<file path="src/rtl/bmp_lsb_payload_extractor_unit_assert.svh">
// assertion macros used by the rtl
`ifndef BMP_LSB_PAYLOAD_EXTRACTOR_UNIT_ASSERT_SVH
`define BMP_LSB_PAYLOAD_EXTRACTOR_UNIT_ASSERT_SVH

// condition must hold at every clock edge outside reset
`define BLPE_ASSERT_ALWAYS(label, clk, rstn, cond) \
    label: assert property (@(posedge clk) disable iff (!(rstn)) (cond)) \
        else $error("blpe assertion failed");

// consequent must hold in the same cycle as the antecedent
`define BLPE_ASSERT_IMPLY(label, clk, rstn, ante, cons) \
    label: assert property (@(posedge clk) disable iff (!(rstn)) (ante) |-> (cons)) \
        else $error("blpe assertion failed");

// consequent must hold in the cycle after the antecedent
`define BLPE_ASSERT_NEXT(label, clk, rstn, ante, cons) \
    label: assert property (@(posedge clk) disable iff (!(rstn)) (ante) |=> (cons)) \
        else $error("blpe assertion failed");

`endif

</file>
<file path="src/rtl/blpe_pkg.sv">
// types, codes and helpers for the bmp lsb payload extractor
package blpe_pkg;

    // parser phases
    localparam logic [2:0] PH_HEADER  = 3'd0;
    localparam logic [2:0] PH_SKIP    = 3'd1;
    localparam logic [2:0] PH_MAGIC   = 3'd2;
    localparam logic [2:0] PH_EXTLEN  = 3'd3;
    localparam logic [2:0] PH_EXT     = 3'd4;
    localparam logic [2:0] PH_FILELEN = 3'd5;
    localparam logic [2:0] PH_DATA    = 3'd6;
    localparam logic [2:0] PH_DONE    = 3'd7;

    // result kinds
    localparam logic [1:0] KIND_EXT   = 2'd0;
    localparam logic [1:0] KIND_DATA  = 2'd1;
    localparam logic [1:0] KIND_BAD   = 2'd2;
    localparam logic [1:0] KIND_EMPTY = 2'd3;

    // configuration register indexes
    localparam logic [0:0] CFG_MAGIC_LENGTH = 1'd0;
    localparam logic [0:0] CFG_MAGIC_CHARS  = 1'd1;

    localparam logic [3:0]  MAGIC_LENGTH_RST = 4'd2;
    localparam logic [63:0] MAGIC_CHARS_RST  = 64'd10787;
    localparam logic [3:0]  MAGIC_MAX        = 4'd8;

    localparam logic [31:0] MIN_OFFSET    = 32'd14;
    localparam logic [31:0] OFF_FIRST_POS = 32'd10;
    localparam logic [31:0] OFF_LAST_POS  = 32'd13;

    typedef struct packed {
        logic [7:0] decoded_byte;
        logic [1:0] result_kind;
        logic       is_last;
    } res_t;

    // a length with the top bit set counts as zero
    function automatic logic [30:0] length_of(input logic [31:0] v);
        return v[31] ? 31'd0 : v[30:0];
    endfunction

endpackage

</file>
<file path="src/rtl/bmp_lsb_payload_extractor_unit.sv">
// top level of the bmp lsb payload extractor
//
// Takes a bmp file one byte per item and recovers the payload hidden in the
// least significant bits of its pixel data. Bytes 10 to 13 give the
// little-endian pixel-data offset (values below 14 are taken as 14); from
// that byte on, bit 0 of every byte is a carrier bit, gathered msb first.
// Eight bits form a character, thirty-two a length. The magic signature
// (cfg registers 0 and 1) is checked first; a mismatch yields one kind-2
// result with tlast. Then the extension length and its characters (kind 0)
// follow, then the data length and the data characters (kind 1, the last
// one with tlast). Empty data yields one kind-3 result with tlast. A length
// with bit 31 set counts as zero. After the end, bytes are dropped until an
// item with s_tuser set, which restarts parsing at byte zero. Each item
// yields zero or one result. The block takes one item per clock while
// m_tready is high: an input register feeds a single pass of parse logic
// into the result register. Config is to be written only while idle; the
// user is bound by this, and the block itself does not enforce it.
`include "bmp_lsb_payload_extractor_unit_assert.svh"

module bmp_lsb_payload_extractor_unit
    import blpe_pkg::*;
(
    input  logic        aclk,
    input  logic        aresetn,
    // input items
    input  logic        s_tvalid,
    output logic        s_tready,
    input  logic [7:0]  s_tdata,   // [7:0] carrier_byte
    input  logic [0:0]  s_tuser,   // [0] file_start
    // result items
    output logic        m_tvalid,
    input  logic        m_tready,
    output logic [7:0]  m_tdata,   // [7:0] decoded_byte
    output logic [1:0]  m_tuser,   // [1:0] result_kind
    output logic        m_tlast,
    // configuration writes
    input  logic        cfg_wr_en,
    input  logic [0:0]  cfg_index,
    input  logic [63:0] cfg_wdata
);

    // configuration registers
    logic [3:0]  magic_len_reg;
    logic [63:0] magic_chars_reg;

    // input register
    logic        in_valid_reg;
    logic [7:0]  in_byte_reg;
    logic        in_start_reg;

    // parser state
    logic [2:0]  phase_reg,     phase_next;
    logic [31:0] byte_pos_reg,  byte_pos_next;
    logic [31:0] pix_off_reg,   pix_off_next;
    logic [31:0] acc_reg,       acc_next;
    logic [4:0]  bit_cnt_reg,   bit_cnt_next;
    logic [30:0] remain_reg,    remain_next;
    logic [3:0]  magic_idx_reg, magic_idx_next;

    // result register
    logic        out_valid_reg, out_valid_next;
    res_t        res_reg,       res_next;

    logic        fire;

    // the parse stage moves when the result slot is free or being emptied
    assign fire     = in_valid_reg && (!out_valid_reg || m_tready);
    assign s_tready = !in_valid_reg || fire;

    assign m_tvalid = out_valid_reg;
    assign m_tdata  = res_reg.decoded_byte;
    assign m_tuser  = res_reg.result_kind;
    assign m_tlast  = res_reg.is_last;

    // config write decode
    always_ff @(posedge aclk) begin
        if (!aresetn) begin
            magic_len_reg   <= MAGIC_LENGTH_RST;
            magic_chars_reg <= MAGIC_CHARS_RST;
        end else if (cfg_wr_en) begin
            unique case (cfg_index)
                CFG_MAGIC_LENGTH: magic_len_reg   <= cfg_wdata[3:0];
                CFG_MAGIC_CHARS:  magic_chars_reg <= cfg_wdata;
            endcase
        end
    end

    // input register
    always_ff @(posedge aclk) begin
        if (!aresetn) begin
            in_valid_reg <= 1'b0;
        end else if (s_tready) begin
            in_valid_reg <= s_tvalid;
        end
    end

    always_ff @(posedge aclk) begin
        if (s_tvalid && s_tready) begin
            in_byte_reg  <= s_tdata;
            in_start_reg <= s_tuser[0];
        end
    end

    // single pass parse of the registered byte
    always_comb begin
        logic [3:0]  sig_len;
        logic [31:0] acc_sh;
        logic        grp_done;
        logic [4:0]  need_m1;
        logic [7:0]  want;
        logic        in_bit;

        phase_next     = phase_reg;
        byte_pos_next  = byte_pos_reg;
        pix_off_next   = pix_off_reg;
        acc_next       = acc_reg;
        bit_cnt_next   = bit_cnt_reg;
        remain_next    = remain_reg;
        magic_idx_next = magic_idx_reg;
        out_valid_next = 1'b0;
        res_next       = '{decoded_byte: 8'd0, result_kind: KIND_EXT, is_last: 1'b0};
        in_bit         = in_byte_reg[0];

        // a file start clears the parser and the byte counts as byte zero
        if (in_start_reg) begin
            phase_next     = PH_HEADER;
            byte_pos_next  = 32'd0;
            pix_off_next   = 32'd0;
            acc_next       = 32'd0;
            bit_cnt_next   = 5'd0;
            remain_next    = 31'd0;
            magic_idx_next = 4'd0;
        end

        sig_len = (magic_len_reg > MAGIC_MAX) ? MAGIC_MAX : magic_len_reg;

        if (phase_next == PH_HEADER) begin
            // collect the little-endian pixel offset
            if (byte_pos_next >= OFF_FIRST_POS && byte_pos_next <= OFF_LAST_POS) begin
                pix_off_next = pix_off_next |
                    (32'(in_byte_reg) << {byte_pos_next[1:0] - 2'd2, 3'b000});
            end
            if (byte_pos_next >= OFF_LAST_POS) begin
                if (pix_off_next < MIN_OFFSET) begin
                    pix_off_next = MIN_OFFSET;
                end
                phase_next = PH_SKIP;
            end
        end else begin
            if (phase_next == PH_SKIP && byte_pos_next == pix_off_next) begin
                phase_next     = PH_MAGIC;
                magic_idx_next = 4'd0;
                bit_cnt_next   = 5'd0;
                acc_next       = 32'd0;
            end
            // signature shorter than what has been checked: move on
            if (phase_next == PH_MAGIC && magic_idx_next >= sig_len) begin
                phase_next   = PH_EXTLEN;
                bit_cnt_next = 5'd0;
                acc_next     = 32'd0;
            end
        end

        acc_sh   = {acc_next[30:0], in_bit};
        need_m1  = (phase_next == PH_EXTLEN || phase_next == PH_FILELEN) ? 5'd31 : 5'd7;
        grp_done = bit_cnt_next >= need_m1;
        want     = magic_chars_reg[{magic_idx_next[2:0], 3'b000} +: 8];

        if (phase_reg != PH_HEADER || in_start_reg) begin
            if (!(phase_next == PH_HEADER || phase_next == PH_SKIP ||
                  phase_next == PH_DONE)) begin
                acc_next     = acc_sh;
                bit_cnt_next = grp_done ? 5'd0 : bit_cnt_next + 5'd1;
            end
        end

        unique case (phase_next)
            PH_MAGIC: begin
                if (grp_done && phase_reg != PH_HEADER) begin
                    if (acc_sh[7:0] != want) begin
                        phase_next     = PH_DONE;
                        out_valid_next = 1'b1;
                        res_next       = '{decoded_byte: 8'd0, result_kind: KIND_BAD,
                                           is_last: 1'b1};
                    end else begin
                        magic_idx_next = magic_idx_next + 4'd1;
                        if (magic_idx_next >= sig_len) begin
                            phase_next = PH_EXTLEN;
                            acc_next   = 32'd0;
                        end
                    end
                end
            end
            PH_EXTLEN: begin
                if (grp_done) begin
                    remain_next = length_of(acc_sh);
                    acc_next    = 32'd0;
                    phase_next  = (remain_next != 31'd0) ? PH_EXT : PH_FILELEN;
                end
            end
            PH_EXT: begin
                if (grp_done) begin
                    remain_next    = remain_next - 31'd1;
                    out_valid_next = 1'b1;
                    res_next       = '{decoded_byte: acc_sh[7:0], result_kind: KIND_EXT,
                                       is_last: 1'b0};
                    if (remain_next == 31'd0) begin
                        phase_next = PH_FILELEN;
                        acc_next   = 32'd0;
                    end
                end
            end
            PH_FILELEN: begin
                if (grp_done) begin
                    remain_next = length_of(acc_sh);
                    acc_next    = 32'd0;
                    if (remain_next == 31'd0) begin
                        phase_next     = PH_DONE;
                        out_valid_next = 1'b1;
                        res_next       = '{decoded_byte: 8'd0, result_kind: KIND_EMPTY,
                                           is_last: 1'b1};
                    end else begin
                        phase_next = PH_DATA;
                    end
                end
            end
            PH_DATA: begin
                if (grp_done) begin
                    remain_next    = remain_next - 31'd1;
                    out_valid_next = 1'b1;
                    res_next       = '{decoded_byte: acc_sh[7:0], result_kind: KIND_DATA,
                                       is_last: (remain_next == 31'd0)};
                    if (remain_next == 31'd0) begin
                        phase_next = PH_DONE;
                    end
                end
            end
            default: begin
                // header, skip and done take no carrier bit
            end
        endcase

        byte_pos_next = byte_pos_next + 32'd1;
    end

    // parser state and result register
    always_ff @(posedge aclk) begin
        if (!aresetn) begin
            phase_reg     <= PH_HEADER;
            byte_pos_reg  <= 32'd0;
            pix_off_reg   <= 32'd0;
            acc_reg       <= 32'd0;
            bit_cnt_reg   <= 5'd0;
            remain_reg    <= 31'd0;
            magic_idx_reg <= 4'd0;
            out_valid_reg <= 1'b0;
        end else begin
            if (fire) begin
                phase_reg     <= phase_next;
                byte_pos_reg  <= byte_pos_next;
                pix_off_reg   <= pix_off_next;
                acc_reg       <= acc_next;
                bit_cnt_reg   <= bit_cnt_next;
                remain_reg    <= remain_next;
                magic_idx_reg <= magic_idx_next;
                out_valid_reg <= out_valid_next;
            end else if (m_tready) begin
                out_valid_reg <= 1'b0;
            end
        end
    end

    always_ff @(posedge aclk) begin
        if (fire && out_valid_next) begin
            res_reg <= res_next;
        end
    end

    // status results end the file and carry no character
    `BLPE_ASSERT_IMPLY(a_status_last, aclk, aresetn,
        out_valid_reg && (res_reg.result_kind == KIND_BAD || res_reg.result_kind == KIND_EMPTY),
        res_reg.is_last && res_reg.decoded_byte == 8'd0)
    // extension characters are never marked last
    `BLPE_ASSERT_IMPLY(a_ext_not_last, aclk, aresetn,
        out_valid_reg && res_reg.result_kind == KIND_EXT, !res_reg.is_last)
    // character phases count bits within one byte
    `BLPE_ASSERT_IMPLY(a_char_bitcnt, aclk, aresetn,
        phase_reg == PH_MAGIC || phase_reg == PH_EXT || phase_reg == PH_DATA,
        bit_cnt_reg < 5'd8)
    // a character phase always has characters left to read
    `BLPE_ASSERT_IMPLY(a_remain_nonzero, aclk, aresetn,
        phase_reg == PH_EXT || phase_reg == PH_DATA, remain_reg != 31'd0)
    // an idle parse stage produces no new result
    `BLPE_ASSERT_NEXT(a_no_spurious, aclk, aresetn,
        !in_valid_reg && !out_valid_reg, !out_valid_reg)

endmodule
</file>
<file path="config.mk">
export PLATFORM = sky130hd
export DESIGN_NAME = bmp_lsb_payload_extractor_unit
export DESIGN_NICKNAME = d
export VERILOG_FILES = /design/src/rtl/blpe_pkg.sv /design/src/rtl/bmp_lsb_payload_extractor_unit.sv
export VERILOG_INCLUDE_DIRS = /design/src /design/src/rtl
export SDC_FILE = /design/constraint.sdc
export NUM_CORES = 1
export LEC_CHECK = 0
export BUFFER_PORTS_ARGS = -buffer_cell sky130_fd_sc_hd__buf_2
export CAP_MARGIN = 20
export CORE_ASPECT_RATIO = 0.7
export CORE_MARGIN = 3
export CORE_UTILIZATION = 45
export CTS_CLUSTER_SIZE = 25
export DETAILED_ROUTE_END_ITERATION = 10
export PLACE_DENSITY = 0.73
export SLEW_MARGIN = 20
export SYNTH_ARGS = -nofsm -noshare
export SYNTH_HDL_FRONTEND = slang
export SYNTH_SLANG_ARGS = --single-unit
</file>
<file path="constraint.sdc">
create_clock -name aclk -period 6.58 [get_ports aclk]
set_input_delay 0.658 -clock aclk [delete_from_list [all_inputs] [get_ports aclk]]
set_output_delay 0.658 -clock aclk [all_outputs]
set_load 0.03 [all_outputs]
</file>
==> metrics.txt, run 1 <==
crit-path leading delay family=simple AND/OR/NAND/NOR gates; Worst Path Buf+Inv=3; via count of the routed design=between 10,000 and 15,000; vias in the first global route=11,000; Final Hold Viols=0; DRC errors left=0; syn_nets=~1,700; number of CTS-inserted buffers=23; remaining antenna violation count after routing=0; Worst Hold Class=in -> reg; Slew Limit Fails=0; Global Route met1 Usage=0.392; CTS tree=done; final worst-path cycle share=0.939; CP Data Arrival Time=approximately 6.5 ns; Placeable Area=around 27,000 um2; min cycle time layout=roughly 6 ns; YS warnings=0; grt ovf=0; clk_skew=between 0.01 and 0.015 ns; Starting Density=0.462; Post-Synth Adder-Cell Area=0.0180; synthesis-stage register bit count=roughly 230; DP HPWL=27,400 um; cell taking the most area after synthesis=dfxtp_1; Via-to-Cell Ratio=between 6 and 7; initial antenna violation count=0; critical path fanouts, max=14; mux contribution to synthesized area=0.0243; clock tree buffer depth=3; CTS clk-pin slew, worst paths=approximately 0.070 ns; sequential fraction of the synthesis area=0.380; cell area after synthesis=12,500 um2; FFs w/ async S/R, synth=0; die span in x=a little over 200 um; Worst Path Required=a little under 7 ns; Iter 0 DRT Violations=about 1,600; fin cells=2,010; H-Tree Depth=1; status=finished clean; Pleak=5.23 nW; CTS sink cnt=228; Setup TNS=0 ns; diode count=0; gpl congestion=just under 1; most frequent cell after synthesis=nand2_1; share of cells above drive strength 1=0.108; post-CTS setup buffer count=0; clock root buffer=clkbuf_16; Top Usage Layer GRT=met1; Slew headroom=0.303; Post-Synth XOR/XNOR Area=0.0364; top cells by area, synth=dfxtp_1 33%, nand2_1 7.9%, a21oi_1 6.2%; final design utilization=0.513; io pins=slightly above 90; WL final=between 30,000 and 40,000 um; R2R Setup Slk=0.40 ns; actual slew at the worst max-slew pin=1.04 ns; Final nets=1,730; Rows=50; number of fill cells=approximately 2,600; CP peak stage delay=about 0.67 ns; Avg Cell Area, Syn=between 7 and 8 um2; max reg flops=64; Worst-Skew Late Latency=approximately 0.53 ns; Netlist cell types=82; largest family of logic cells by synthesized area=simple AND/OR/NAND/NOR gates; CP max-delay cell=or4_1; routed wire length per instance=19.2 um; RSZ-0062 raised after global routing=false; WS Path Type=reg -> reg; global-route wire length before repair=60,900 um; Critical Path Sink Type=flip-flop; DR pass1 iterations=5; largest net degree at the start of global routing=89; top cell type's share of synthesized area=0.332; CP Cell Sequence=nor2b_1 -> a2111oi_0 -> or4b_1 -> or4_1 -> nor2_2 -> nor2_1 -> inv_1 -> ha_1 -> nand2b_1 -> a21o_1 -> a21o_1 -> a221o_1 -> nor2_1 -> buf_4 -> and2_1 -> ha_1 -> a21oi_1 -> nand4b_1 -> o31ai_1 -> buf_4 -> nand3_2 -> or4_1 -> o211ai_1; Tot GR Track Use=0.249; Area Growth Syn to Fin=10.9%; Placed Cells=just under 2,000; ys flop type=dfxtp_1; Port Buffer Count=91; VDD IR max=~220 uV; die height=146 um; Power Total=roughly 0.003 W; register area=roughly 4800 um2; met3 Use GR=0.0449; Max Cap Violations=0; Setup Viol. Count Final=0; crit path launch type=flip-flop; number of flops mapped to enable cells by yosys=20; synthesized instance count=around 1,600; Compound-Gate Fraction of Synth Area=0.214; simple-gate share of the synthesized area=0.282; die area=29,900 um2; multi-input logic area=7240 um2; M2 GR Usage=0.348; fmax=about 160 MHz; total power density per cell area=between 200 and 250 nW/um2; Synth top cells by count=263 x nand2_1, 208 x dfxtp_1, 184 x nor2_1, 154 x a21oi_1, 98 x clkbuf_1
[area by class of cell]
type | count | area share
Timing Repair Buffer | 116 | 0.0463
Sequential cell | 228 | 0.343
Clock buffer | 32 | 0.0453
Tap cell | 364 | 0.0328
Multi-Input combinational cell | 1235 | 0.521
Inverter | 29 | 0.00801
Clock inverter | 6 | 0.00423
[cells in the final DEF, fill, tap and decap left out, types with 8 or more instances in the layout]
cell	Yosys	final
a2111oi_0	9	9
a211oi_1	12	12
a21oi_1	154	154
a22o_1	25	25
a22oi_1	46	46
a32oi_1	9	9
and2_1	18	17
and3_1	22	22
and4_1	14	14
buf_2	6	91
buf_4	0	25
clkbuf_16	0	23
dfxtp_1	208	208
edfxtp_1	20	20
ha_1	18	18
inv_1	27	27
mux2i_1	9	9
mux4_2	8	8
nand2_1	263	262
nand2b_1	21	21
nand3_1	39	38
nand4_1	28	28
nor2_1	184	183
nor2b_1	29	28
nor3_1	31	31
nor4_1	39	38
o211ai_1	8	8
o21ai_0	51	50
or3_1	8	8
or4_1	15	15
xnor2_1	23	23
xor2_1	29	29
[path summary, 6_finish.rpt]
check,startpoint,endpoint,cells after the start
setup / recovery,byte_pos_reg[2]$_SDFFE_PN0P_,m_tlast$_DFFE_PP_,23
hold / removal,s_tdata[5],in_byte_reg[5]$_DFFE_PP_,1
setup reg to reg,byte_pos_reg[2]$_SDFFE_PN0P_,m_tlast$_DFFE_PP_,23
hold reg to reg,magic_chars_reg[35]$_SDFFE_PN0P_,magic_chars_reg[35]$_SDFFE_PN0P_,2
[worst reg2reg max path: stages (launching register included)]
cell and delay (ns):
dfxtp_1 0.38, nor2b_1 0.19, a2111oi_0 0.30, or4b_1 0.61, or4_1 0.49, nor2_2 0.13, nor2_1 0.10, inv_1 0.09
ha_1 0.22, nand2b_1 0.14, a21o_1 0.18, a21o_1 0.20, a221o_1 0.44, nor2_1 0.17, buf_4 0.21, and2_1 0.15
ha_1 0.21, a21oi_1 0.05, nand4b_1 0.22, o31ai_1 0.26, buf_4 0.21, nand3_2 0.20, or4_1 0.67, o211ai_1 0.19
[layer usage]
layer / part of all wire / vias up
li1: - / 5849
met1: 0.48 / 5912
met2: 0.41 / 595
met3: 0.090 / 57
met4: 0.021 / 0
met5: 0 / -
[stage by stage]
| stage | cell area [um2] | hold WS [ns] | setup slack, ns |
|---|---|---|---|
| global placement | 13200 | 0.440 | 0.662 |
| CTS | 13900 | 0.286 | 0.424 |
| global route | 13900 | 0.298 | 0.0742 |
| finish | 13900 | 0.305 | 0.402 |
| floorplan | 12500 | 0.432 | 0.144 |
| detailed placement | 13200 | 0.447 | 0.453 |
[logic make-up (layout without fill, tap and decap cells)]
kind of cell | after synthesis | after routing
fa+ha+maj | 18 | 18
mux | 20 | 20
flops | 228 | 228
compound gates | 407 | 407
xor+xnor | 52 | 52
simple gates | 738 | 738
buf+inv | 142 | 183
[power breakdown]
group	switching [W]	internal [W]	total [W]
registers	0.0000288	0.00143	0.00145
logic	0.000153	0.0000738	0.000227
clock network	0.000552	0.000703	0.00125
total	0.000733	0.00220	0.00294
[timing repair]
action / CTS / global route
endpoints found under the setup margin: 0 / 1
resized for setup: 0 / 1
hold buffers: 0 / 0
No activity file was read; power rests on OpenSTA's default activity.
==> run 2: changes to the inputs <==
- PLACE_DENSITY: 0.73 -> unset
==> metrics.txt, run 2 (synthesis results as in run 1) <==
Setup TNS=0 ns (unchanged); reg2reg start=byte_pos_reg[2]$_SDFFE_PN0P_; Setup Viol. Count Final=0 (unchanged); remaining antenna violation count after routing=0 (unchanged); via count of the routed design=12,200 (-1.7%); R2R Setup Slk=0.37 ns (-0.03 ns); DR pass1 iterations=6 (+1); DRC errors left=0 (unchanged); most common cell after layout, fill and taps aside=nand2_1; diode count=0 (unchanged); Worst-Skew Late Latency=0.54 ns (about the same); Placeable Area=27,100 um2 (unchanged); WL final=40,700 um (+5.5%); Rows=50 (unchanged); Tot GR Track Use=0.264 (+0.0154); H-Tree Depth=1 (unchanged); number of CTS-inserted buffers=24 (+4.3%); CP Data Arrival Time=6.58 ns (+0.04 ns); CP Cell Sequence=nor2b_1 -> a2111oi_0 -> or4b_1 -> or4_1 -> nor2_2 -> nor2_1 -> inv_1 -> ha_1 -> nand2b_1 -> a21o_1 -> a21o_1 -> a221o_1 -> nor2_2 -> and2_1 -> ha_1 -> a21oi_1 -> nand4b_1 -> o31ai_1 -> nand3_1 -> buf_4 -> or4_1 -> o211ai_1; clock root buffer=clkbuf_16; die area=29,900 um2 (unchanged); CP startpoint=byte_pos_reg[2]$_SDFFE_PN0P_; vias in the first global route=11,100 (+0.56%); die span in x=205 um (unchanged); initial antenna violation count=0 (unchanged); max reg flops=64 (unchanged); Final nets=1,732 (+0.12%); fmax=161 MHz (-0.54%); Area Growth Syn to Fin=12.1%; Via-to-Cell Ratio=6.05 (-2.0%); Placed Cells=1,972 (unchanged); die height=146 um (unchanged); number of fill cells=2,684 (+1.8%); routed wire length per instance=20.2 um (+5.1%); share of cells above drive strength 1=0.115 (+0.00680); DP HPWL=28,700 um (+4.5%); CTS tree=done; grt ovf=0 (unchanged); Final Hold Viols=0 (unchanged); CP max-delay cell=or4_1; most frequent cells in the layout=262 x nand2_1, 208 x dfxtp_1, 182 x nor2_1; Min Hold Slack=0.293 ns (-0.0128 ns); gpl congestion=0.942 (-4.4%); total power density per cell area=220 nW/um2 (+3.9%); RSZ-0062 raised after global routing=false; clk_skew=0.0142 ns (+0.000112 ns); met3 Use GR=0.0563 (+0.0114); fin cells=2,017 (+0.35%); CP peak stage delay=0.63 ns (-0.04 ns); status=finished clean; io pins=92 (unchanged); Slew Limit Fails=0 (unchanged); Worst R2R Path Depth=22 (-4.3%); Starting Density=0.462 (unchanged); largest net degree at the start of global routing=95 (+6.7%); M2 GR Usage=0.353 (+0.00533); final worst-path cycle share=0.944 (+0.00505); Slew headroom=0.306 (+0.00345); crit path launch type=flip-flop; Max Cap Violations=0 (unchanged); critical path fanouts, max=13 (-1); min cycle time layout=6.21 ns (+0.0333 ns); Power Total=0.00308 W (+5.0%); Global Route met1 Usage=0.425 (+0.0329); Pleak=5.28 nW (+0.96%); Worst R2R End=m_tlast$_DFFE_PP_; Critical Path Sink Type=flip-flop; CTS sink cnt=228 (unchanged); Worst Path Required=6.95 ns (about the same); Port Buffer Count=91 (unchanged); VDD IR max=164 uV (-26%); Iter 0 DRT Violations=1,276 (-21%); WS Path Type=reg -> reg; Worst Hold Class=in -> reg; CP endpoint=m_tlast$_DFFE_PP_; global-route wire length before repair=63,800 um (+4.8%); CTS clk-pin slew, worst paths=0.07 ns (about the same); Top Usage Layer GRT=met1; actual slew at the worst max-slew pin=1.04 ns (-0.00302 ns); clock tree buffer depth=3 (unchanged)
## run 2: metrics by stage
| step | util | instance area, um2 | setup slack (ns) |
|---|---|---|---|
| after floorplan | - | 12500 | 0.144 |
| after global placement | 0.488 | 13200 | 0.552 |
| after detailed placement | 0.488 | 13200 | 0.398 |
| after CTS | 0.518 | 14000 | 0.360 |
| after global routing | 0.518 | 14000 | 0.0200 |
| final | 0.518 | 14000 | 0.369 |
## run 2: final cells by class
| type | count | area [um2] | area share |
|---|---|---|---|
| multi-input combinational | 1235 | 7240 | 0.516 |
| sequential | 228 | 4760 | 0.339 |
| clock buffer | 33 | 706 | 0.0503 |
| timing repair buffer | 117 | 663 | 0.0472 |
| tap | 364 | 455 | 0.0324 |
| inverter | 29 | 111 | 0.00793 |
| clock inverter | 11 | 101 | 0.00722 |
## run 2: worst min-delay path by stage
stage	start	to	slack, ns	cells after the start
after CTS	s_tdata[1]	in_byte_reg[1]$_DFFE_PP_	0.28	1
final	s_tdata[1]	in_byte_reg[1]$_DFFE_PP_	0.29	1
after detailed placement	magic_chars_reg[59]$_SDFFE_PN0P_	magic_chars_reg[59]$_SDFFE_PN0P_	0.45	2
after floorplan	magic_chars_reg[2]$_SDFFE_PN0P_	magic_chars_reg[2]$_SDFFE_PN0P_	0.43	2
after global placement	magic_chars_reg[31]$_SDFFE_PN0P_	magic_chars_reg[31]$_SDFFE_PN0P_	0.44	2
after global routing	s_tdata[7]	in_byte_reg[7]$_DFFE_PP_	0.29	1
## run 2: critical path, delay by kind of cell (launching register included)
kind | cells | cell delay (ns)
adder cells (fa/ha/maj) | 2 | 0.44
AND/OR/NAND/NOR | 11 | 3.04
AO/OA/AOI/OAI | 7 | 1.86
buffers and inverters | 2 | 0.32
flip-flops | 1 | 0.38
## run 2: timing repair
action                     CTS  global route
setup endpoints to repair    0            54
buffers inserted             0             1
hold buffers                 0             0
resized for setup            0             2
## run 2: report_power, final
| group | switching, W | internal [W] | total [W] |
|---|---|---|---|
| logic | 0.000156 | 0.0000737 | 0.000229 |
| registers | 0.0000274 | 0.00143 | 0.00145 |
| clock network | 0.000604 | 0.000796 | 0.00140 |
## run 2: metal layers
| metal | wire length, um | vias to the layer above |
|---|---|---|
| li1 | - | 5863 |
| met5 | 0 | - |
| met1 | 19900 | 5742 |
| met3 | 3750 | 61 |
| met4 | 917 | 0 |
| met2 | 16100 | 540 |
